===== src/hdl/pfs_pkg.sv =====
// shared types, constants and the ramp-level function for the presence fade sequencer
package pfs_pkg;

  localparam int TimeW = 12;
  localparam int DeltaW = 10;
  localparam int LevelW = 11;
  localparam int CfgIdxW = 3;

  // time unit is 2^-TickFracBits second
  localparam int TickFracBits = 10;
  localparam int ScaleShr = TickFracBits - 6;
  localparam int WideW = TimeW + 4;

  localparam logic [LevelW-1:0] FullLevel = LevelW'(1024);
  localparam logic [TimeW-1:0] ElapsedMax = '1;

  localparam logic [TimeW-1:0] RiseFirstEndRst = TimeW'(768);
  localparam logic [TimeW-1:0] RiseEndRst = TimeW'(1536);
  localparam logic [TimeW-1:0] OuterRampOffsetRst = TimeW'(512);
  localparam logic [TimeW-1:0] FallSplitRst = TimeW'(512);
  localparam logic [TimeW-1:0] FallEndRst = TimeW'(1536);

  typedef enum logic [CfgIdxW-1:0] {
    CFG_RISE_FIRST_END = 3'd0,
    CFG_RISE_END = 3'd1,
    CFG_OUTER_RAMP_OFFSET = 3'd2,
    CFG_FALL_SPLIT = 3'd3,
    CFG_FALL_END = 3'd4
  } cfg_idx_e;

  typedef enum logic [1:0] {
    PH_INACTIVE = 2'd0,
    PH_RISING = 2'd1,
    PH_ACTIVE = 2'd2,
    PH_FALLING = 2'd3
  } phase_e;

  typedef struct packed {
    logic [TimeW-1:0] rise_first_end;
    logic [TimeW-1:0] rise_end;
    logic [TimeW-1:0] outer_ramp_offset;
    logic [TimeW-1:0] fall_split;
    logic [TimeW-1:0] fall_end;
  } cfg_t;

  typedef struct packed {
    logic seen_before;
    logic override_flag;
    phase_e phase;
    logic [TimeW-1:0] elapsed;
  } ctrl_t;

  typedef struct packed {
    logic [1:0] enable;
    logic [LevelW-1:0] level_zero;
    logic [LevelW-1:0] level_one;
  } saved_t;

  typedef struct packed {
    logic object_present;
    logic [DeltaW-1:0] delta_ticks;
    logic cur_enable_zero;
    logic cur_enable_one;
    logic [LevelW-1:0] cur_level_zero;
    logic [LevelW-1:0] cur_level_one;
  } item_t;

  typedef struct packed {
    logic set_enable_zero;
    logic enable_zero;
    logic set_level_zero;
    logic [LevelW-1:0] level_zero;
    logic set_enable_one;
    logic enable_one;
    logic set_level_one;
    logic [LevelW-1:0] level_one;
    logic override_active;
    phase_e phase_now;
  } result_t;

  // time to Q10 brightness, saturated at full
  function automatic logic [LevelW-1:0] to_level(input logic [TimeW-1:0] t);
    logic [WideW-1:0] w;
    w = {t, 4'b0000} >> ScaleShr;
    if (w > WideW'(FullLevel)) begin
      return FullLevel;
    end
    return w[LevelW-1:0];
  endfunction

endpackage


===== src/hdl/pfs_step.sv =====
// next-state and result logic for one tick of the presence fade sequencer
module pfs_step import pfs_pkg::*; (
  input  cfg_t    cfg_i,
  input  ctrl_t   ctrl_i,
  input  saved_t  saved_i,
  input  item_t   item_i,
  output ctrl_t   ctrl_o,
  output logic    save_o,
  output result_t res_o
);

  logic rise, fall;
  phase_e phase_a;
  logic [TimeW-1:0] el_a, el_b;
  logic [TimeW:0] el_sum;
  logic [LevelW-1:0] p;
  logic [TimeW-1:0] since_split;

  always_comb begin
    rise = item_i.object_present & ~ctrl_i.seen_before;
    fall = ~item_i.object_present & ctrl_i.seen_before & ctrl_i.override_flag;
    phase_a = rise ? PH_RISING : (fall ? PH_FALLING : ctrl_i.phase);
    el_a = (rise | fall) ? '0 : ctrl_i.elapsed;
    el_sum = {1'b0, el_a} + (TimeW+1)'(item_i.delta_ticks);
    el_b = el_sum[TimeW] ? ElapsedMax : el_sum[TimeW-1:0];
    since_split = el_b - cfg_i.fall_split;
  end

  always_comb begin
    res_o = '0;
    ctrl_o.seen_before = item_i.object_present;
    ctrl_o.override_flag = rise ? 1'b1 : ctrl_i.override_flag;
    ctrl_o.phase = phase_a;
    ctrl_o.elapsed = el_a;
    save_o = rise;
    p = '0;

    // supplies go dark on a rising edge unless rewritten below
    if (rise) begin
      res_o.set_enable_zero = 1'b1;
      res_o.set_enable_one = 1'b1;
    end

    case (phase_a)
      PH_RISING: begin
        ctrl_o.elapsed = el_b;
        if (el_b <= cfg_i.rise_first_end) begin
          res_o.set_enable_one = 1'b1;
          res_o.enable_one = 1'b1;
          res_o.set_level_one = 1'b1;
          res_o.level_one = to_level(el_b);
        end else if (el_b <= cfg_i.rise_end) begin
          res_o.set_level_one = 1'b1;
          res_o.level_one = FullLevel;
          if (el_b >= cfg_i.outer_ramp_offset) begin
            res_o.set_enable_zero = 1'b1;
            res_o.enable_zero = 1'b1;
            res_o.set_level_zero = 1'b1;
            res_o.level_zero = to_level(el_b - cfg_i.outer_ramp_offset);
          end
        end else begin
          ctrl_o.phase = PH_ACTIVE;
          ctrl_o.elapsed = '0;
          res_o.set_enable_zero = 1'b1;
          res_o.enable_zero = 1'b1;
          res_o.set_level_zero = 1'b1;
          res_o.level_zero = FullLevel;
          res_o.set_enable_one = 1'b1;
          res_o.enable_one = 1'b1;
          res_o.set_level_one = 1'b1;
          res_o.level_one = FullLevel;
        end
      end
      PH_FALLING: begin
        ctrl_o.elapsed = el_b;
        if (el_b <= cfg_i.fall_split) begin
          p = to_level(el_b);
          res_o.set_level_one = 1'b1;
          res_o.level_one = FullLevel;
          res_o.set_level_zero = 1'b1;
          res_o.level_zero = FullLevel - p;
          if (p >= FullLevel) begin
            res_o.set_enable_zero = 1'b1;
          end
        end else if (el_b <= cfg_i.fall_end) begin
          p = to_level(since_split);
          res_o.set_enable_zero = 1'b1;
          res_o.set_level_one = 1'b1;
          res_o.level_one = FullLevel - p;
          if (p >= FullLevel) begin
            res_o.set_enable_one = 1'b1;
          end
        end else begin
          // fade done, hand the supplies back
          res_o.set_enable_zero = 1'b1;
          res_o.enable_zero = saved_i.enable[0];
          res_o.set_level_zero = 1'b1;
          res_o.level_zero = saved_i.level_zero;
          res_o.set_enable_one = 1'b1;
          res_o.enable_one = saved_i.enable[1];
          res_o.set_level_one = 1'b1;
          res_o.level_one = saved_i.level_one;
          ctrl_o.override_flag = 1'b0;
          ctrl_o.phase = PH_INACTIVE;
        end
      end
      default: begin
        ctrl_o.elapsed = el_a;
      end
    endcase

    res_o.override_active = ctrl_o.override_flag;
    res_o.phase_now = ctrl_o.phase;
  end

endmodule


===== src/hdl/presence_fade_sequencer.sv =====
// top level of the presence fade sequencer: item register, state, result register
// a result is registered from its item: the item register loads at the accepting edge,
// the result register when that item advances, which a stalled receiver can hold off
// throughput: one item per cycle while the receiver does not stall; the state update sits between the two registers
// reset: clears valids and sequencing state, loads register defaults;
// saved supply settings are not reset and are written on each presence rising edge
module presence_fade_sequencer import pfs_pkg::*; (
  input  logic                clk_i,
  input  logic                rst_ni,
  input  logic                cfg_we_i,
  input  logic [CfgIdxW-1:0]  cfg_idx_i,
  input  logic [TimeW-1:0]    cfg_wdata_i,
  input  logic                in_valid_i,
  output logic                in_stall_o,
  input  logic                object_present_i,
  input  logic [DeltaW-1:0]   delta_ticks_i,
  input  logic                cur_enable_zero_i,
  input  logic                cur_enable_one_i,
  input  logic [LevelW-1:0]   cur_level_zero_i,
  input  logic [LevelW-1:0]   cur_level_one_i,
  output logic                out_valid_o,
  input  logic                out_stall_i,
  output logic                set_enable_zero_o,
  output logic                enable_zero_o,
  output logic                set_level_zero_o,
  output logic [LevelW-1:0]   level_zero_o,
  output logic                set_enable_one_o,
  output logic                enable_one_o,
  output logic                set_level_one_o,
  output logic [LevelW-1:0]   level_one_o,
  output logic                override_active_o,
  output logic [1:0]          phase_now_o
);

  cfg_t    cfg_q;
  ctrl_t   ctrl_q, ctrl_d;
  saved_t  saved_q;
  item_t   item_q;
  logic    item_vld_q;
  result_t res_q, res_d;
  logic    res_vld_q;
  logic    save;
  logic    advance;
  logic    in_take;

  assign advance = item_vld_q & (~res_vld_q | ~out_stall_i);
  assign in_stall_o = item_vld_q & ~advance;
  assign in_take = in_valid_i & ~in_stall_o;

  always_ff @(posedge clk_i or negedge rst_ni) begin
    if (!rst_ni) begin
      cfg_q.rise_first_end <= RiseFirstEndRst;
      cfg_q.rise_end <= RiseEndRst;
      cfg_q.outer_ramp_offset <= OuterRampOffsetRst;
      cfg_q.fall_split <= FallSplitRst;
      cfg_q.fall_end <= FallEndRst;
    end else if (cfg_we_i) begin
      case (cfg_idx_i)
        CFG_RISE_FIRST_END:    cfg_q.rise_first_end <= cfg_wdata_i;
        CFG_RISE_END:          cfg_q.rise_end <= cfg_wdata_i;
        CFG_OUTER_RAMP_OFFSET: cfg_q.outer_ramp_offset <= cfg_wdata_i;
        CFG_FALL_SPLIT:        cfg_q.fall_split <= cfg_wdata_i;
        CFG_FALL_END:          cfg_q.fall_end <= cfg_wdata_i;
        default: ;
      endcase
    end
  end

  always_ff @(posedge clk_i or negedge rst_ni) begin
    if (!rst_ni) begin
      item_vld_q <= 1'b0;
      res_vld_q <= 1'b0;
      ctrl_q <= '{seen_before: 1'b0, override_flag: 1'b0, phase: PH_INACTIVE,
                  elapsed: '0};
    end else begin
      if (in_take) begin
        item_vld_q <= 1'b1;
      end else if (advance) begin
        item_vld_q <= 1'b0;
      end
      if (advance) begin
        res_vld_q <= 1'b1;
        ctrl_q <= ctrl_d;
      end else if (!out_stall_i) begin
        res_vld_q <= 1'b0;
      end
    end
  end

  always_ff @(posedge clk_i) begin
    if (in_take) begin
      item_q.object_present <= object_present_i;
      item_q.delta_ticks <= delta_ticks_i;
      item_q.cur_enable_zero <= cur_enable_zero_i;
      item_q.cur_enable_one <= cur_enable_one_i;
      item_q.cur_level_zero <= cur_level_zero_i;
      item_q.cur_level_one <= cur_level_one_i;
    end
    if (advance) begin
      res_q <= res_d;
    end
    // snapshot of the supplies on a presence rising edge
    if (advance && save) begin
      saved_q.enable <= {item_q.cur_enable_one, item_q.cur_enable_zero};
      saved_q.level_zero <= item_q.cur_level_zero;
      saved_q.level_one <= item_q.cur_level_one;
    end
  end

  pfs_step u_step (
    .cfg_i   (cfg_q),
    .ctrl_i  (ctrl_q),
    .saved_i (saved_q),
    .item_i  (item_q),
    .ctrl_o  (ctrl_d),
    .save_o  (save),
    .res_o   (res_d)
  );

  assign out_valid_o = res_vld_q;
  assign set_enable_zero_o = res_q.set_enable_zero;
  assign enable_zero_o = res_q.enable_zero;
  assign set_level_zero_o = res_q.set_level_zero;
  assign level_zero_o = res_q.level_zero;
  assign set_enable_one_o = res_q.set_enable_one;
  assign enable_one_o = res_q.enable_one;
  assign set_level_one_o = res_q.set_level_one;
  assign level_one_o = res_q.level_one;
  assign override_active_o = res_q.override_active;
  assign phase_now_o = res_q.phase_now;

endmodule


===== config.mk =====
export PLATFORM = sky130hd
export DESIGN_NAME = presence_fade_sequencer
export DESIGN_NICKNAME = d
export VERILOG_FILES = /design/src/hdl/pfs_pkg.sv /design/src/hdl/pfs_step.sv /design/src/hdl/presence_fade_sequencer.sv
export SDC_FILE = /design/constraint.sdc
export NUM_CORES = 1
export LEC_CHECK = 0
export BUFFER_PORTS_ARGS = -buffer_cell sky130_fd_sc_hd__buf_4
export CAP_MARGIN = 30
export CORE_MARGIN = 10
export CORE_UTILIZATION = 50
export CTS_BUF_LIST = sky130_fd_sc_hd__clkbuf_4 sky130_fd_sc_hd__clkbuf_8
export DETAILED_ROUTE_END_ITERATION = 16
export HOLD_SLACK_MARGIN = 0.12
export PLACE_DENSITY = 0.69
export SLEW_MARGIN = 20
export SYNTH_ARGS = -nofsm -noshare
export SYNTH_HDL_FRONTEND = slang
export SYNTH_SLANG_ARGS = --single-unit

===== constraint.sdc =====
create_clock -name clk_i -period 12.4 [get_ports clk_i]
set_input_delay 1.24 -clock clk_i [delete_from_list [all_inputs] [get_ports clk_i]]
set_output_delay 1.24 -clock clk_i [all_outputs]
set_load 0.02 [all_outputs]

# Yosys cells after proc, flatten, opt, wreduce, memory -nomap -nowiden

Cells that the tools add are included.

Flip-flop bits (word level): 168
Input bits: 55
Output and inout port bits: 33
Word-level logic and storage cells: 134

Add/subtract/negate cells: 5
Order comparisons: 10
Equal/unequal tests: 7
Mux-type cells: 60
Bitwise operators: 14
Reduce and logical (&&, ||, !) cells: 8

Operators by type and width:

| cell                                                 | number |
|---|---|
| two-way mux 11 bit                                   | 13 |
| two-way mux 14 bit                                   | 6 |
| case mux 28 bit (2 select lines)                     | 1 |
| <= comparator 12 bit                                 | 4 |
| two-way mux 12 bit                                   | 4 |
| > comparator 12 x 11 -> 1 bit, second input constant | 3 |
| two-way mux 1 bit                                    | 27 |
| case mux 12 bit (2 select lines)                     | 1 |
| subtractor 12 bit                                    | 2 |
| >= comparator 11 bit, second input constant          | 2 |
| subtractor 11 bit, first input constant              | 2 |
| adder 12 x 10 -> 13 bit                              | 1 |
| two-way mux 13 bit                                   | 1 |
| >= comparator 12 bit                                 | 1 |
| AND reduction 2 bit                                  | 5 |
| two-way mux 2 bit                                    | 4 |
| AND 1 bit                                            | 6 |
| == test 3 x 2 -> 1 bit, second input constant        | 2 |
| two-way mux 3 bit                                    | 2 |
| NOT 1 bit                                            | 6 |
| case mux 2 bit (2 select lines)                      | 1 |
| == test 3 x 1 -> 1 bit, second input constant        | 1 |
| == test 3 bit, second input constant                 | 1 |
| logical NOT 3 bit                                    | 1 |
| 6 further kinds                                      | 7 |

# Depth between registers and ports, before layout

Depth in word-level cells: 22
Mapped depth: 29
Gate-level depth less buffers: 26

# Hierarchy

Synthesis repeated with hierarchy kept, for this count alone.

Cells, all modules: 928
Area total of the unflattened synthesis: 10284.9 µm²

By module, submodules not included:

| module                  | times used | cells each | area each (µm²) | seq. area each (µm²) |
|---|---|---|---|---|
| presence_fade_sequencer | 1          | 262        | 5775.5          | 4664.5 |
| pfs_step                | 1          | 666        | 4509.3          | 0.0 |

# Worst setup path before layout

Ideal clock, no wire load.

Path kind: register to register
Start: reg ctrl_q[15] in the netlist's numbering
End: reg res_q, in the netlist level_one_o[10], data pin
Setup time: 0.269 ns
Arrival time: 6.038 ns
Data required time: 12.131 ns
Setup slack: 6.093 ns
Cell stages (with the launch flop): 29
Path buffers: 3
Period minus slack after synthesis: 6.307 ns
Path through: dfrtp_1 -> nand2b_1 -> clkbuf_1 -> clkbuf_1 -> and3_1 -> ha_1 -> fa_1 -> a211oi_1 -> o21ai_0 -> a21o_1 -> a21oi_1 -> inv_1 -> ha_1 -> a21oi_1 -> nand2_1 -> a2bb2oi_2 -> a311oi_1 -> xnor2_1 -> o221ai_2 -> and2_1 -> buf_6 -> nand2_1 -> ha_1 -> inv_1 -> nor4b_1 -> nand2_1 -> nor4_1 -> a211o_1 -> a21oi_1

RTL lines:

| what                   | RTL line                       | RTL |
|---|---|---|
| from (decl)            | presence_fade_sequencer.sv:36  | `ctrl_t ctrl_q, ctrl_d;` |
| from (signal assigned) | presence_fade_sequencer.sv:73  | `ctrl_q <= '{seen_before: 1'b0, override_flag: 1'b0, phase: PH_INACTIVE,` |
| from (signal assigned) | presence_fade_sequencer.sv:83  | `ctrl_q <= ctrl_d;` |
| to (signal assigned)   | presence_fade_sequencer.sv:100 | `res_q <= res_d;` |
| to (decl)              | presence_fade_sequencer.sv:40  | `result_t res_q, res_d;` |

==> impl_metrics.env <==
export IMPL_fin_crit_ns=7.53
export IMPL_grt_ovfl_total=0
export IMPL_rows=51
export IMPL_slew_headroom=0.419
export IMPL_endpoint_kind="register"
export IMPL_syn_nets=1090
export IMPL_dieArea_mm2=0.0255
export IMPL_status="complete, no violations"
export IMPL_yosysSeqAreaShare=0.478
export IMPL_p_per_area_mw_per_mm2=287
export IMPL_reg2reg_slack_ns=4.87
export IMPL_yosysWarnings=0
export IMPL_post_cts_buffers=0
export IMPL_cts_buffers=17
export IMPL_detail_route_antenna_nets=0
export IMPL_fp_dieH_um=160
export IMPL_io_pins=88
export IMPL_r2r_end="level_one_o[10]"
export IMPL_cts_tree="built"
export IMPL_synthCells=960
export IMPL_place_area_mm2=0.0107
export IMPL_place_hpwl_um=19500
export IMPL_crit_start="item_q[34]"
export IMPL_tightest_slew_ns=0.869
export IMPL_synth_area_mm2=0.00977
export IMPL_slew_violations=0
export IMPL_holdWs_ns=0.425
export IMPL_cap_violations=0
export IMPL_cp_arrival_ns=7.73
export IMPL_routabilityCongestion=0.924
export IMPL_endpoint="level_one_o[10]"
export IMPL_grt_pass1_vias=7372
export IMPL_synth_seq_cells=168
export IMPL_drc=0
export IMPL_h_tree_depth=4
export IMPL_grt_pass1_wl_um=40700
export IMPL_drtIter0Drc=685
export IMPL_start_util=0.505
export IMPL_via_per_inst=5.76
export IMPL_grt_usage=0.201
export IMPL_cts_root_buf="clkbuf_8"
export IMPL_finish_utilization=0.575
export IMPL_die_w_um=160
export IMPL_drive_above_1_share=0.177
export IMPL_antenna_found_initial=0
export IMPL_slowest_delay_ns=0.49
export IMPL_synth_area_leader_cell="edfxtp_1"
export IMPL_required_ns=12.60
export IMPL_syn_area_per_cell_um2=10.2
export IMPL_ir_drop_mv=0.123
export IMPL_path_max_fanout=15
export IMPL_fin_crit_sh=0.607
export IMPL_ctsLongestPathBuffers=2
export IMPL_drt_pass1_iter_count=5
export IMPL_ctsHoldBuffers=0
export IMPL_tns_ns=0
export IMPL_critPathKind="register to register"
export IMPL_synthToLayoutAreaGrowth_pct=13.9
export IMPL_synth_edff_count=90
export IMPL_core_mm2=0.0193
export IMPL_final_nets=1176
export IMPL_rsz0062_at_grt="no"
export IMPL_ff2ff_path_depth=25
export IMPL_netlist_top_cells_area="edfxtp_1 (28%), dfrtp_1 (18%), ha_1 (9.2%), nand2_1 (4.1%), o21ai_0 (3.7%)"
export IMPL_max_freq_mhz=133
export IMPL_timing_rr_start="item_q[34]"
export IMPL_grt_max_degree=48
export IMPL_cts_repair_resized=0
export IMPL_final_hold_viol_count=0
export IMPL_setup_violations=0
export IMPL_drt_wl_total_um=26000
export IMPL_p_leak_nw=4.70
export IMPL_hp_class="register to register"
export IMPL_crit_slowest_cell="nor4b_1"
export IMPL_clock_latency_ns=0.48
export IMPL_vias=7620
export IMPL_clock_sinks=168
export IMPL_wire_per_inst_um=19.6
export IMPL_fin_skew_ns=0.0214
export IMPL_final_area_mm2=0.0111
export IMPL_synthDistinctLibCells=83
export IMPL_clk_pin_slew_ns=0.11
export IMPL_synthFlopType="edfxtp_1"
export IMPL_io_buffers=87
export IMPL_antennaDiodeCount=0
export IMPL_start_kind="register"
export IMPL_synthArstFlopShare=0.464
export IMPL_yosysTopAreaCellShare=0.277
-- registers in the layout, summed over array words and instances, names as in the netlist --
signal,count
set_level_one_o,1
saved_q,24
phase_now_o,2
out_valid_o,1
ctrl_q,16
set_enable_zero_o,1
level_zero_o,11
set_enable_one_o,1
enable_zero_o,1
level_one_o,11
enable_one_o,1
set_level_zero_o,1
item_vld_q,1
override_active_o,1
item_q,35
cfg_q,60
-- critical path, delay by kind of cell (launching register included) --
| family | cells | cell delay [ns] |
|---|---|---|
| compound gates | 10 | 2.52 |
| simple gates | 8 | 2.21 |
| fa+ha+maj | 4 | 1.36 |
| buf+inv | 2 | 0.48 |
| flops | 1 | 0.44 |
| xor+xnor | 1 | 0.26 |
-- how the worst min path moves through the flow --
stage | end | slack [ns] | startpoint | cells after the start
after global placement | saved_q[23] | 0.40 | item_q[22] | 0
after CTS | saved_q[21] | 0.43 | item_q[21] | 0
after global routing | saved_q[20] | 0.43 | item_q[20] | 0
final | saved_q[12] | 0.43 | item_q[12] | 0
after floorplan | saved_q[0] | 0.40 | item_q[0] | 0
after detailed placement | saved_q[11] | 0.40 | item_q[11] | 0
-- where the power goes --
group / internal [mW] / switching [mW] / leakage (nW)
Clock: 0.154 / 0.237 / 0.195
Combinational: 0.755 / 1.25 / 2.72
Sequential: 0.744 / 0.0488 / 1.78
Total: 1.65 / 1.54 / 4.70
-- cells by family after synthesis --
group / synth area share
buffers and inverters: 0.0450
xor gates and xnor gates: 0.0242
and+or+nand+nor: 0.158
muxes: 0.0260
DFF: 0.478
adders and majority gates: 0.0984
AOI/OAI and AO/OA: 0.171
-- cell usage after synthesis, types with 4 or more instances --
cell type,instances
a21oi_1,40
a211o_1,6
dfstp_2,8
o21ai_1,6
mux2_2,19
ha_1,72
nor3_1,19
o22ai_1,4
or3_1,7
o31ai_1,14
o21a_1,9
nor3b_1,4
a211oi_1,8
nor2_1,53
dfrtp_1,70
a31oi_1,7
or2_2,7
and2_1,6
nand4_1,21
and3_1,16
xnor2_1,16
nor2b_1,9
nand2_1,106
o21ai_0,73
xor2_1,11
mux2i_1,4
clkbuf_1,22
a22oi_1,5
inv_1,77
nor4_1,7
edfxtp_1,90
o211ai_1,15
a21o_1,18
nand2b_1,17
nand3_1,18
-- final cells by class --
cell class,count,area (um2)
fillers,1674,8210
multi-input cells,681,4670
flip-flops and latches,168,4660
repair buffers,98,759
well taps,265,332
inverters,80,300
clock buffers,18,241
clock inverters,14,150
-- stage by stage --
| stage | setup slack, ns | instances | power (mW) |
|---|---|---|---|
| after global placement | 5.31 | 1290 | 2.76 |
| after floorplan | 6.09 | 960 | 2.22 |
| after global routing | 4.06 | 1324 | 3.43 |
| after detailed placement | 5.04 | 1292 | 2.77 |
| final | 4.87 | 1324 | 3.19 |
| after CTS | 5.01 | 1324 | 3.17 |
-- cell usage in the layout (no fill, tap or decap), types with 8 or more instances in the layout --
cell type and n:
nand2_1 106, buf_4 96, edfxtp_1 90, inv_1 77
o21ai_0 73, ha_1 72, dfrtp_1 70, nor2_1 52
a21oi_1 40, nand4_1 21, mux2_2 19, nand3_1 18
a21o_1 18, nor3_1 18, nand2b_1 17, clkbuf_8 17
and3_1 16, xnor2_1 16, o211ai_1 15, o31ai_1 14
xor2_1 11, o21a_1 9, nor2b_1 9, a211oi_1 8
dfstp_2 8
-- layer usage --
layer / part of all wire / GRT usage / wire, um
met2: 0.44 / 0.306 / 11500
met3: 0.076 / 0.0514 / 1980
met1: 0.46 / 0.276 / 12000
met5: 0 / 0 / 0
met4: 0.018 / 0.0619 / 480
No activity file was read; power rests on OpenSTA's default activity.
